--- src/design/domain_idle_cpu_picker_unit_defines.svh ---
// ----------------------------------------------------------------------------
// Idle CPU picker assertion macros
// Shared concurrent assertion forms, clocked on clk and disabled in reset.
// ----------------------------------------------------------------------------
`ifndef DOMAIN_IDLE_CPU_PICKER_UNIT_DEFINES_SVH
`define DOMAIN_IDLE_CPU_PICKER_UNIT_DEFINES_SVH

// Same-cycle implication
`define DICP_ASSERT_SAME(label, ante, cons) \
    label: assert property (@(posedge clk) disable iff (!rst_n) (ante) |-> (cons)) \
        else $error("dicp: same-cycle check failed");

// Next-cycle implication
`define DICP_ASSERT_NEXT(label, ante, cons) \
    label: assert property (@(posedge clk) disable iff (!rst_n) (ante) |=> (cons)) \
        else $error("dicp: next-cycle check failed");

`endif

--- src/design/dicp_pkg.sv ---
`timescale 1ns / 1ps
// ----------------------------------------------------------------------------
// Idle CPU picker package
// Shared widths, codes, beat structs and the lowest-set-bit encoder.
// ----------------------------------------------------------------------------
package dicp_pkg;

    localparam int MAX_CPUS  = 64;
    localparam int CPU_W     = $clog2(MAX_CPUS);
    localparam int SLICE_W   = 30;
    localparam int ACTIVE_W  = 7;
    localparam int CFG_IDX_W = 3;
    localparam int CFG_DATA_W = 64;

    // Request opcodes
    typedef enum logic [1:0] {
        OP_MARK   = 2'd0,
        OP_SELECT = 2'd1,
        OP_KICK   = 2'd2
    } opcode_t;

    // Configuration register indexes
    localparam logic [CFG_IDX_W-1:0] CFG_ACTIVE_CPUS  = 3'd0;
    localparam logic [CFG_IDX_W-1:0] CFG_LITTLE_MASK  = 3'd1;
    localparam logic [CFG_IDX_W-1:0] CFG_STRICT_MODE  = 3'd2;
    localparam logic [CFG_IDX_W-1:0] CFG_BIG_SLICE    = 3'd3;
    localparam logic [CFG_IDX_W-1:0] CFG_LITTLE_SLICE = 3'd4;

    localparam logic signed [CPU_W:0] CPU_NONE = '1;

    typedef struct packed {
        logic [1:0]              opcode;
        logic signed [CPU_W:0]   cpu_index;
        logic                    task_domain;
        logic [MAX_CPUS-1:0]     allowed_mask;
    } pick_req_t;

    typedef struct packed {
        logic signed [CPU_W:0]   chosen_cpu;
        logic                    claimed;
        logic                    stolen;
        logic [SLICE_W-1:0]      slice_ns;
    } pick_rsp_t;

    typedef struct packed {
        logic [ACTIVE_W-1:0]     active_cpus;
        logic [MAX_CPUS-1:0]     little_cpu_mask;
        logic                    strict_mode;
        logic [SLICE_W-1:0]      big_slice_ns;
        logic [SLICE_W-1:0]      little_slice_ns;
    } pick_cfg_t;

    typedef struct packed {
        logic                    found;
        logic [CPU_W-1:0]        index;
    } lowest_t;

    // Priority encoder: lowest set bit of a CPU vector
    function automatic lowest_t lowest_set(input logic [MAX_CPUS-1:0] vec);
        lowest_t res;
        res = '0;
        for (int i = MAX_CPUS - 1; i >= 0; i--) begin
            if (vec[i])
            begin
                res.found = 1'b1;
                res.index = CPU_W'(i);
            end
        end
        return res;
    endfunction

endpackage

--- src/design/dicp_if.sv ---
`timescale 1ns / 1ps
// ----------------------------------------------------------------------------
// Idle CPU picker channel interfaces
// Request, response and configuration channels with valid/ready handshake.
// ----------------------------------------------------------------------------
interface dicp_req_if;
    logic                                   valid;
    logic                                   ready;
    logic [1:0]                             opcode;
    logic signed [dicp_pkg::CPU_W:0]        cpu_index;
    logic                                   task_domain;
    logic [dicp_pkg::MAX_CPUS-1:0]          allowed_mask;

    modport source (output valid, opcode, cpu_index, task_domain, allowed_mask,
                    input ready);
    modport sink   (input valid, opcode, cpu_index, task_domain, allowed_mask,
                    output ready);
endinterface

interface dicp_rsp_if;
    logic                                   valid;
    logic                                   ready;
    logic signed [dicp_pkg::CPU_W:0]        chosen_cpu;
    logic                                   claimed;
    logic                                   stolen;
    logic [dicp_pkg::SLICE_W-1:0]           slice_ns;

    modport source (output valid, chosen_cpu, claimed, stolen, slice_ns,
                    input ready);
    modport sink   (input valid, chosen_cpu, claimed, stolen, slice_ns,
                    output ready);
endinterface

interface dicp_cfg_if;
    logic                                   valid;
    logic                                   ready;
    logic [dicp_pkg::CFG_IDX_W-1:0]         index;
    logic [dicp_pkg::CFG_DATA_W-1:0]        data;

    modport source (output valid, index, data, input ready);
    modport sink   (input valid, index, data, output ready);
endinterface

--- src/design/dicp_select.sv ---
`timescale 1ns / 1ps
// ----------------------------------------------------------------------------
// Idle CPU picker select logic
// One-pass decision for a request beat: previous-CPU test, own-domain and
// other-domain lowest idle search, and the next idle bitmap.
// ----------------------------------------------------------------------------
module dicp_select (
    input  dicp_pkg::pick_req_t                 req,
    input  dicp_pkg::pick_cfg_t                 cfg,
    input  logic [dicp_pkg::MAX_CPUS-1:0]       idle_cpus,
    output dicp_pkg::pick_rsp_t                 rsp,
    output logic [dicp_pkg::MAX_CPUS-1:0]       idle_next
);
    import dicp_pkg::*;

    logic [MAX_CPUS-1:0] scan_mask;
    logic [MAX_CPUS-1:0] own_dom;
    logic [MAX_CPUS-1:0] other_dom;
    logic [CPU_W-1:0]    prev_idx;
    logic                prev_ok;
    logic                prev_hit;
    lowest_t             own_pick;
    lowest_t             other_pick;
    logic [SLICE_W-1:0]  own_slice;

    // Build the scan window below active_cpus (saturates at the full width)
    always_comb
    begin
        for (int i = 0; i < MAX_CPUS; i++) begin
            scan_mask[i] = (ACTIVE_W'(i) < cfg.active_cpus);
        end
    end

    assign own_dom   = req.task_domain ? cfg.little_cpu_mask : ~cfg.little_cpu_mask;
    assign other_dom = ~own_dom;
    assign prev_idx  = req.cpu_index[CPU_W-1:0];
    assign prev_ok   = ~req.cpu_index[CPU_W];
    assign prev_hit  = prev_ok && own_dom[prev_idx] && idle_cpus[prev_idx];
    assign own_slice = req.task_domain ? cfg.little_slice_ns : cfg.big_slice_ns;

    // Search both domains against the bitmap as it stands; at most one claims
    assign own_pick   = lowest_set(own_dom & req.allowed_mask & scan_mask & idle_cpus);
    assign other_pick = lowest_set(other_dom & req.allowed_mask & scan_mask & idle_cpus);

    // Decide the response and the bitmap update
    always_comb
    begin
        rsp            = '0;
        rsp.chosen_cpu = CPU_NONE;
        rsp.slice_ns   = own_slice;
        idle_next      = idle_cpus;
        unique case (req.opcode)
            OP_MARK:
            begin
                if (prev_ok)
                begin
                    idle_next[prev_idx] = 1'b1;
                end
                rsp.chosen_cpu = req.cpu_index;
                rsp.slice_ns   = '0;
            end
            OP_SELECT:
            begin
                priority if (prev_hit)
                begin
                    idle_next[prev_idx] = 1'b0;
                    rsp.chosen_cpu      = {1'b0, prev_idx};
                    rsp.claimed         = 1'b1;
                end
                else if (own_pick.found)
                begin
                    idle_next[own_pick.index] = 1'b0;
                    rsp.chosen_cpu            = {1'b0, own_pick.index};
                    rsp.claimed               = 1'b1;
                end
                else if (!cfg.strict_mode && other_pick.found)
                begin
                    idle_next[other_pick.index] = 1'b0;
                    rsp.chosen_cpu              = {1'b0, other_pick.index};
                    rsp.claimed                 = 1'b1;
                    rsp.stolen                  = 1'b1;
                end
                else
                begin
                    rsp.chosen_cpu = req.cpu_index;
                end
            end
            OP_KICK:
            begin
                if (own_pick.found)
                begin
                    idle_next[own_pick.index] = 1'b0;
                    rsp.chosen_cpu            = {1'b0, own_pick.index};
                    rsp.claimed               = 1'b1;
                end
            end
            default:
            begin
                rsp.slice_ns = '0;
            end
        endcase
    end

endmodule

--- src/design/domain_idle_cpu_picker_unit.sv ---
`timescale 1ns / 1ps
// A request beat passes the request register, then the response register.
// Throughput: one request beat per cycle while response beats are taken; the idle
// bitmap is updated as the request register drains into the response register,
// so the next beat sees it.
// Reset (rst_n low, asynchronous): no CPU idle, active_cpus 1, all CPUs big,
// strict off, slices 20000000 / 3000000 ns, both pipeline stages empty.
`include "domain_idle_cpu_picker_unit_defines.svh"
// ----------------------------------------------------------------------------
// Idle CPU picker top level
// Request register, single-pass select logic, response register, config bank.
// ----------------------------------------------------------------------------
module domain_idle_cpu_picker_unit (
    input  logic        clk,
    input  logic        rst_n,
    dicp_req_if.sink    req,
    dicp_rsp_if.source  rsp,
    dicp_cfg_if.sink    cfg
);
    import dicp_pkg::*;

    pick_cfg_t            cfg_reg;
    logic [MAX_CPUS-1:0]  idle_reg;
    logic [MAX_CPUS-1:0]  idle_next;
    logic                 in_valid_reg;
    pick_req_t            in_req_reg;
    logic                 out_valid_reg;
    pick_rsp_t            out_rsp_reg;
    pick_rsp_t            pick_rsp;
    logic                 advance;
    logic                 fire;
    logic                 req_beat;

    // Handshake control
    assign advance   = !out_valid_reg || rsp.ready;
    assign fire      = in_valid_reg && advance;
    assign req.ready = !in_valid_reg || advance;
    assign req_beat  = req.valid && req.ready;
    assign cfg.ready = 1'b1;

    // Configuration bank
    always_ff @(posedge clk or negedge rst_n)
    begin
        if (!rst_n)
        begin
            cfg_reg.active_cpus     <= ACTIVE_W'(1);
            cfg_reg.little_cpu_mask <= '0;
            cfg_reg.strict_mode     <= 1'b0;
            cfg_reg.big_slice_ns    <= SLICE_W'(20000000);
            cfg_reg.little_slice_ns <= SLICE_W'(3000000);
        end
        else if (cfg.valid)
        begin
            unique case (cfg.index)
                CFG_ACTIVE_CPUS:  cfg_reg.active_cpus     <= cfg.data[ACTIVE_W-1:0];
                CFG_LITTLE_MASK:  cfg_reg.little_cpu_mask <= cfg.data[MAX_CPUS-1:0];
                CFG_STRICT_MODE:  cfg_reg.strict_mode     <= cfg.data[0];
                CFG_BIG_SLICE:    cfg_reg.big_slice_ns    <= cfg.data[SLICE_W-1:0];
                CFG_LITTLE_SLICE: cfg_reg.little_slice_ns <= cfg.data[SLICE_W-1:0];
                default:          ;
            endcase
        end
    end

    // Request register: hold the accepted beat until it drains
    always_ff @(posedge clk or negedge rst_n)
    begin
        if (!rst_n)
        begin
            in_valid_reg <= 1'b0;
        end
        else if (req_beat)
        begin
            in_valid_reg <= 1'b1;
        end
        else if (fire)
        begin
            in_valid_reg <= 1'b0;
        end
    end

    always_ff @(posedge clk)
    begin
        if (req_beat)
        begin
            in_req_reg.opcode       <= req.opcode;
            in_req_reg.cpu_index    <= req.cpu_index;
            in_req_reg.task_domain  <= req.task_domain;
            in_req_reg.allowed_mask <= req.allowed_mask;
        end
    end

    // Select logic
    dicp_select u_select (
        .req       (in_req_reg),
        .cfg       (cfg_reg),
        .idle_cpus (idle_reg),
        .rsp       (pick_rsp),
        .idle_next (idle_next)
    );

    // Idle bitmap: advance with each drained request
    always_ff @(posedge clk or negedge rst_n)
    begin
        if (!rst_n)
        begin
            idle_reg <= '0;
        end
        else if (fire)
        begin
            idle_reg <= idle_next;
        end
    end

    // Response register
    always_ff @(posedge clk or negedge rst_n)
    begin
        if (!rst_n)
        begin
            out_valid_reg <= 1'b0;
        end
        else if (advance)
        begin
            out_valid_reg <= in_valid_reg;
        end
    end

    always_ff @(posedge clk)
    begin
        if (fire)
        begin
            out_rsp_reg <= pick_rsp;
        end
    end

    assign rsp.valid      = out_valid_reg;
    assign rsp.chosen_cpu = out_rsp_reg.chosen_cpu;
    assign rsp.claimed    = out_rsp_reg.claimed;
    assign rsp.stolen     = out_rsp_reg.stolen;
    assign rsp.slice_ns   = out_rsp_reg.slice_ns;

    // A claim clears exactly one bit, and only one that was idle
    `DICP_ASSERT_SAME(a_claim_one_bit, fire && pick_rsp.claimed,
        ($countones(idle_reg ^ idle_next) == 1) && ((idle_next & ~idle_reg) == '0))
    // The claimed CPU was idle before the claim
    `DICP_ASSERT_SAME(a_claim_was_idle, fire && pick_rsp.claimed,
        idle_reg[pick_rsp.chosen_cpu[CPU_W-1:0]] && !pick_rsp.chosen_cpu[CPU_W])
    // A steal is always a claim and never happens in strict mode
    `DICP_ASSERT_SAME(a_steal_rules, fire && pick_rsp.stolen,
        pick_rsp.claimed && !cfg_reg.strict_mode && (in_req_reg.opcode == OP_SELECT))
    // A drained request shows up as a response beat on the next cycle
    `DICP_ASSERT_NEXT(a_fire_to_rsp, fire, out_valid_reg)

endmodule
--- src/flat_wrapper.sv ---
// flat-port wrapper written by rule: the top's interface ports become plain ports
module domain_idle_cpu_picker_unit_flat import dicp_pkg::*;
  (clk, rst_n, req_valid, req_opcode, req_cpu_index, req_task_domain, req_allowed_mask, req_ready, rsp_valid, rsp_chosen_cpu, rsp_claimed, rsp_stolen, rsp_slice_ns, rsp_ready, cfg_valid, cfg_index, cfg_data, cfg_ready);
  dicp_req_if req_i ();
  dicp_rsp_if rsp_i ();
  dicp_cfg_if cfg_i ();
  input  logic clk;
  input  logic rst_n;
  input wire logic [$bits(req_i.valid)-1:0] req_valid;
  input wire logic [$bits(req_i.opcode)-1:0] req_opcode;
  input wire logic [$bits(req_i.cpu_index)-1:0] req_cpu_index;
  input wire logic [$bits(req_i.task_domain)-1:0] req_task_domain;
  input wire logic [$bits(req_i.allowed_mask)-1:0] req_allowed_mask;
  output wire logic [$bits(req_i.ready)-1:0] req_ready;
  output wire logic [$bits(rsp_i.valid)-1:0] rsp_valid;
  output wire logic [$bits(rsp_i.chosen_cpu)-1:0] rsp_chosen_cpu;
  output wire logic [$bits(rsp_i.claimed)-1:0] rsp_claimed;
  output wire logic [$bits(rsp_i.stolen)-1:0] rsp_stolen;
  output wire logic [$bits(rsp_i.slice_ns)-1:0] rsp_slice_ns;
  input wire logic [$bits(rsp_i.ready)-1:0] rsp_ready;
  input wire logic [$bits(cfg_i.valid)-1:0] cfg_valid;
  input wire logic [$bits(cfg_i.index)-1:0] cfg_index;
  input wire logic [$bits(cfg_i.data)-1:0] cfg_data;
  output wire logic [$bits(cfg_i.ready)-1:0] cfg_ready;
  assign req_i.valid = req_valid;
  assign req_i.opcode = req_opcode;
  assign req_i.cpu_index = req_cpu_index;
  assign req_i.task_domain = req_task_domain;
  assign req_i.allowed_mask = req_allowed_mask;
  assign req_ready = req_i.ready;
  assign rsp_valid = rsp_i.valid;
  assign rsp_chosen_cpu = rsp_i.chosen_cpu;
  assign rsp_claimed = rsp_i.claimed;
  assign rsp_stolen = rsp_i.stolen;
  assign rsp_slice_ns = rsp_i.slice_ns;
  assign rsp_i.ready = rsp_ready;
  assign cfg_i.valid = cfg_valid;
  assign cfg_i.index = cfg_index;
  assign cfg_i.data = cfg_data;
  assign cfg_ready = cfg_i.ready;
  domain_idle_cpu_picker_unit u_core (.clk(clk), .rst_n(rst_n), .req(req_i), .rsp(rsp_i), .cfg(cfg_i));
endmodule
--- config.mk ---
export PLATFORM = sky130hd
export DESIGN_NAME = domain_idle_cpu_picker_unit_flat
export DESIGN_NICKNAME = d
export VERILOG_FILES = /design/src/design/dicp_pkg.sv /design/src/design/dicp_if.sv /design/src/design/dicp_select.sv /design/src/design/domain_idle_cpu_picker_unit.sv /design/src/flat_wrapper.sv
export VERILOG_INCLUDE_DIRS = /design/src /design/src/design
export SDC_FILE = /design/constraint.sdc
export NUM_CORES = 1
export LEC_CHECK = 0
export BUFFER_PORTS_ARGS = -buffer_cell sky130_fd_sc_hd__buf_2
export CAP_MARGIN = 30
export CORE_MARGIN = 2
export CORE_UTILIZATION = 50
export DETAILED_ROUTE_END_ITERATION = 7
export PLACE_DENSITY_LB_ADDON = 0.2
export SLEW_MARGIN = 20
export SYNTH_ARGS = -nofsm -noshare
export SYNTH_HDL_FRONTEND = slang
export SYNTH_SLANG_ARGS = --single-unit
--- constraint.sdc ---
create_clock -name clk -period 4.5 [get_ports clk]
set_input_delay 0.45 -clock clk [delete_from_list [all_inputs] [get_ports clk]]
set_output_delay 0.45 -clock clk [all_outputs]
set_load 0.03 [all_outputs]
==> flow_summary.yaml <==
routing:
  route.detailed.drc: 0
  routed_wl_um: 97800
  ant_nets: 0
  drt_iter0_drc: 2879
  vias: 22387
  via_per_inst: 7.04
  avgRoutedWirePerCell_um: 30.8
  first_pass_iters: 6
timing:
  period_needed_ps: 4410
  final_hold_viol_count: 0
  max_slew_margin_pct: 37.4
  fin_ws_ps: 90.2
  rsz0062_at_grt: "false"
  fin_skew_ps: 23.6
  slew_violations: 0
  worstMarginPinSlew_ps: 916
  finalCritPeriodShare_pct: 98.0
  fmax_mhz: 227
  setup_violations: 0
placed_design:
  dp_slack_ps: -7.59
  gp_congestion: 1.07
  post-dp-hpwl_um: 73200
  placedCellCount: 3106
  post_dp_cell_area_um2: 24400
  port_buffers: 186
layout:
  largest_register_ffs: 132
  stdcell_area_um2: 25700
  finalNetCount: 2759
  drive_gt1_share_pct: 28.3
  utilization_pct: 61.0
  area_growth_syn_to_layout_pct: 20.2
  final_cells: 3180
worst_setup_path:
  path_class: "flop to flop"
  r2r_setup_slack_ps: 90
  r2r-start: "u_core.cfg_reg[130]$_DFFE_PN0P_"
  crit_path_start_kind: "flop"
  rr_worst_depth: 13
  crit_fanout: 30
  required_ps: 4930
  crit_start: "u_core.cfg_reg[130]$_DFFE_PN0P_"
  end_kind: "flop"
  r2r_end: "u_core.idle_reg[47]$_DFFE_PN0P_"
  worstPathArrival_ps: 4840
logic_synthesis:
  synth_area_um2: 21400
  syn_avg_cell_area_um2: 9.30
  async_reset_ff_share_pct: 63.7
  syn_nets: 2450
  synth_seq_cells: 311
  ys_seq_area_share_pct: 39.1
  yosys_warnings: 0
  synthTopCellsByArea: "dfrtp_1 (21%), edfxtp_1 (16%), mux2_2 (6.7%)"
  synthFlopType: "dfrtp_1"
  synth_edf_count: 113
  yosysTopAreaCell: "dfrtp_1"
  synth_cells: 2300
  yosysUniqueCellTypes: 105
  yosys.area.top_type_share_pct: 20.9
floorplanning:
  dieArea_um2: 44500
  start_util_pct: 50.8
  core_um2: 42100
  die_x_um: 211
  io_pins: 188
  num_rows: 75
  die_h_um: 211
power:
  switching_share_pct: 43.7
  internal_power_w: 0.00751
  pwr-share-seq_pct: 31.7
  p_switching_w: 0.00584
  powerDensity_nw_per_um2: 519
  p_leak_nw: 10.2
  comb_power_share_pct: 46.2
  power_w: 0.0134
  p_clk_share_pct: 22.1
  max-vdd-ir-drop_mv: 0.347
global_route:
  grt_max_degree: 98
  grt-ovfl-total: 0
  grt_pass1_wl_um: 142000
  antenna_found_initial: 3
  grt_pass1_vias: 21502
  track_usage_pct: 43.5
hold_path:
  whs_path_depth: 1
  hold_path_end: "u_core.in_req_reg[6]$_DFFE_PP_"
  min-delay-start: "req_allowed_mask[6]"
  hold_class: "input pin to flop"
job:
  maxCapViolCount: 0
clock_tree:
  insertion_delay_ps: 590
  clock-sinks: 311
  clockRootBuffer: "clkbuf_16"
  clk_pin_slew_worst_paths_ps: 60
  cts.path.max_buffers: 3
  cts_buffers: 36
  htree_levels: 2
  cts_tree: "yes"
status:
  status: "finished, final reports clean"
-- worst max path at each step --
stage,endpoint
6_report,u_core.idle_reg[47]$_DFFE_PN0P_
5_1_grt,u_core.idle_reg[23]$_DFFE_PN0P_
4_1_cts,u_core.idle_reg[40]$_DFFE_PN0P_
3_5_place_dp,u_core.idle_reg[17]$_DFFE_PN0P_
3_3_place_gp,u_core.idle_reg[8]$_DFFE_PN0P_
2_1_floorplan,u_core.idle_reg[20]$_DFFE_PN0P_
-- metal layers --
| layer | wire, um | GRT usage (%) | up-vias |
|---|---|---|---|
| met5 | 0 | 0 | - |
| met4 | 7850 | 30.2 | 0 |
| met3 | 11000 | 10.7 | 392 |
| met2 | 42100 | 65.7 | 1642 |
| met1 | 36800 | 55.0 | 10791 |
| li1 | - | - | 9562 |
-- cell usage after synthesis, types with 13 or more instances --
library cell  instances
inv_1                15
buf_1                13
nor3_1               40
dfrtp_1             179
o22ai_1              39
a31o_2               18
and3_1               34
clkbuf_1            109
mux2i_1              31
nand2b_1             13
o211a_1              14
nor3b_1              15
dfstp_2              19
nor4_1               24
o21ai_1              40
nor2_1              118
edfxtp_1            113
nand3_1              49
o211ai_1             65
and2_1               22
buf_2                41
a211oi_1             58
a21o_1               19
nand4_1              18
a211o_1              23
nand2_1             217
o32ai_1              20
o2111ai_1            20
a21oi_1             159
xnor2_1              61
mux2_2              128
nor2b_1              49
o221ai_1             42
o21ai_0             116
xor2_1               34
a31oi_1              86
-- cell usage in the layout, fill, tap and decap left out, types with 12 or more instances in the layout --
| master | count |
|---|---|
| o22ai_1 | 39 |
| clkbuf_16 | 37 |
| xnor2_1 | 61 |
| o211a_1 | 14 |
| buf_12 | 22 |
| nand4_1 | 18 |
| dfrtp_1 | 177 |
| a31o_2 | 18 |
| a211o_1 | 23 |
| or3_1 | 12 |
| a21oi_1 | 158 |
| xor2_1 | 34 |
| nand2_1 | 217 |
| mux2_2 | 128 |
| nand2b_1 | 13 |
| nor2b_1 | 49 |
| o211ai_1 | 65 |
| and2_1 | 21 |
| inv_1 | 15 |
| a31oi_1 | 86 |
| o32ai_1 | 20 |
| nor2_1 | 118 |
| o221ai_1 | 42 |
| a211oi_1 | 56 |
| edfxtp_1 | 113 |
| o2111ai_1 | 20 |
| nor3_1 | 39 |
| buf_2 | 185 |
| and3_1 | 33 |
| dfstp_2 | 19 |
| nor3b_1 | 13 |
| buf_4 | 241 |
| nor4_1 | 24 |
| mux2i_1 | 31 |
| a21o_1 | 19 |
| nand3_1 | 49 |
| o21ai_0 | 116 |
| o21ai_1 | 40 |
-- layout make-up --
type / instances / area (um^2)
inverter: 15 / 56.3
tap: 539 / 674
clock buffer: 48 / 997
multi-input combinational: 1794 / 12200
sequential: 311 / 8370
timing repair buffer: 451 / 3210
antenna: 4 / 10.0
fill: 3553 / 16400
clock inverter: 18 / 168
-- timing repair --
item / in CTS / in global routing
gates resized for setup: 2 / 14
hold endpoints to repair: 2 / 0
hold buffers: 1 / 0
gates cloned: 0 / 0
endpoints found under the setup margin: 13 / 66
setup buffers: 0 / 3
-- critical path, stage by stage (launching register included) --
cell       delay, ps
dfrtp_1          640
buf_12           250
or4bb_1          470
o2111ai_1        350
and4bb_1         460
o211ai_1         240
a211o_1          480
a311oi_2         340
buf_4            180
nand3_1           90
nor2_1           200
buf_12           180
and3_1           200
o221ai_1         140
-- power by group through the flow --
| stage | clock (W) | sequential [W] | combinational (W) |
|---|---|---|---|
| global route | 0.00306 | 0.00425 | 0.00641 |
| detailed placement | 0 | 0.00423 | 0.00582 |
| finish | 0.00295 | 0.00423 | 0.00617 |
| global placement | 0 | 0.00420 | 0.00579 |
| CTS | 0.00297 | 0.00418 | 0.00586 |
| floorplan | 0 | 0.00394 | 0.00316 |
-- stage by stage --
step	setup TNS (ps)	hold slack (ps)
2_1_floorplan	0	154
3_3_place_gp	-6890	477
3_5_place_dp	-14.9	490
4_1_cts	0	29.4
5_1_grt	0	37.0
6_report	0	46.5
-- cells by family after synthesis --
group,count (synthesis),synth area share [%]
AOI/OAI and AO/OA,846,27.5
and+or+nand+nor,689,16.9
DFF,311,39.1
buffers and inverters,195,4.20
muxes,159,8.19
xor gates and xnor gates,95,3.89
adders and majority gates,4,0.234
other,1,0.0175
No activity file was read; power rests on OpenSTA's default activity.
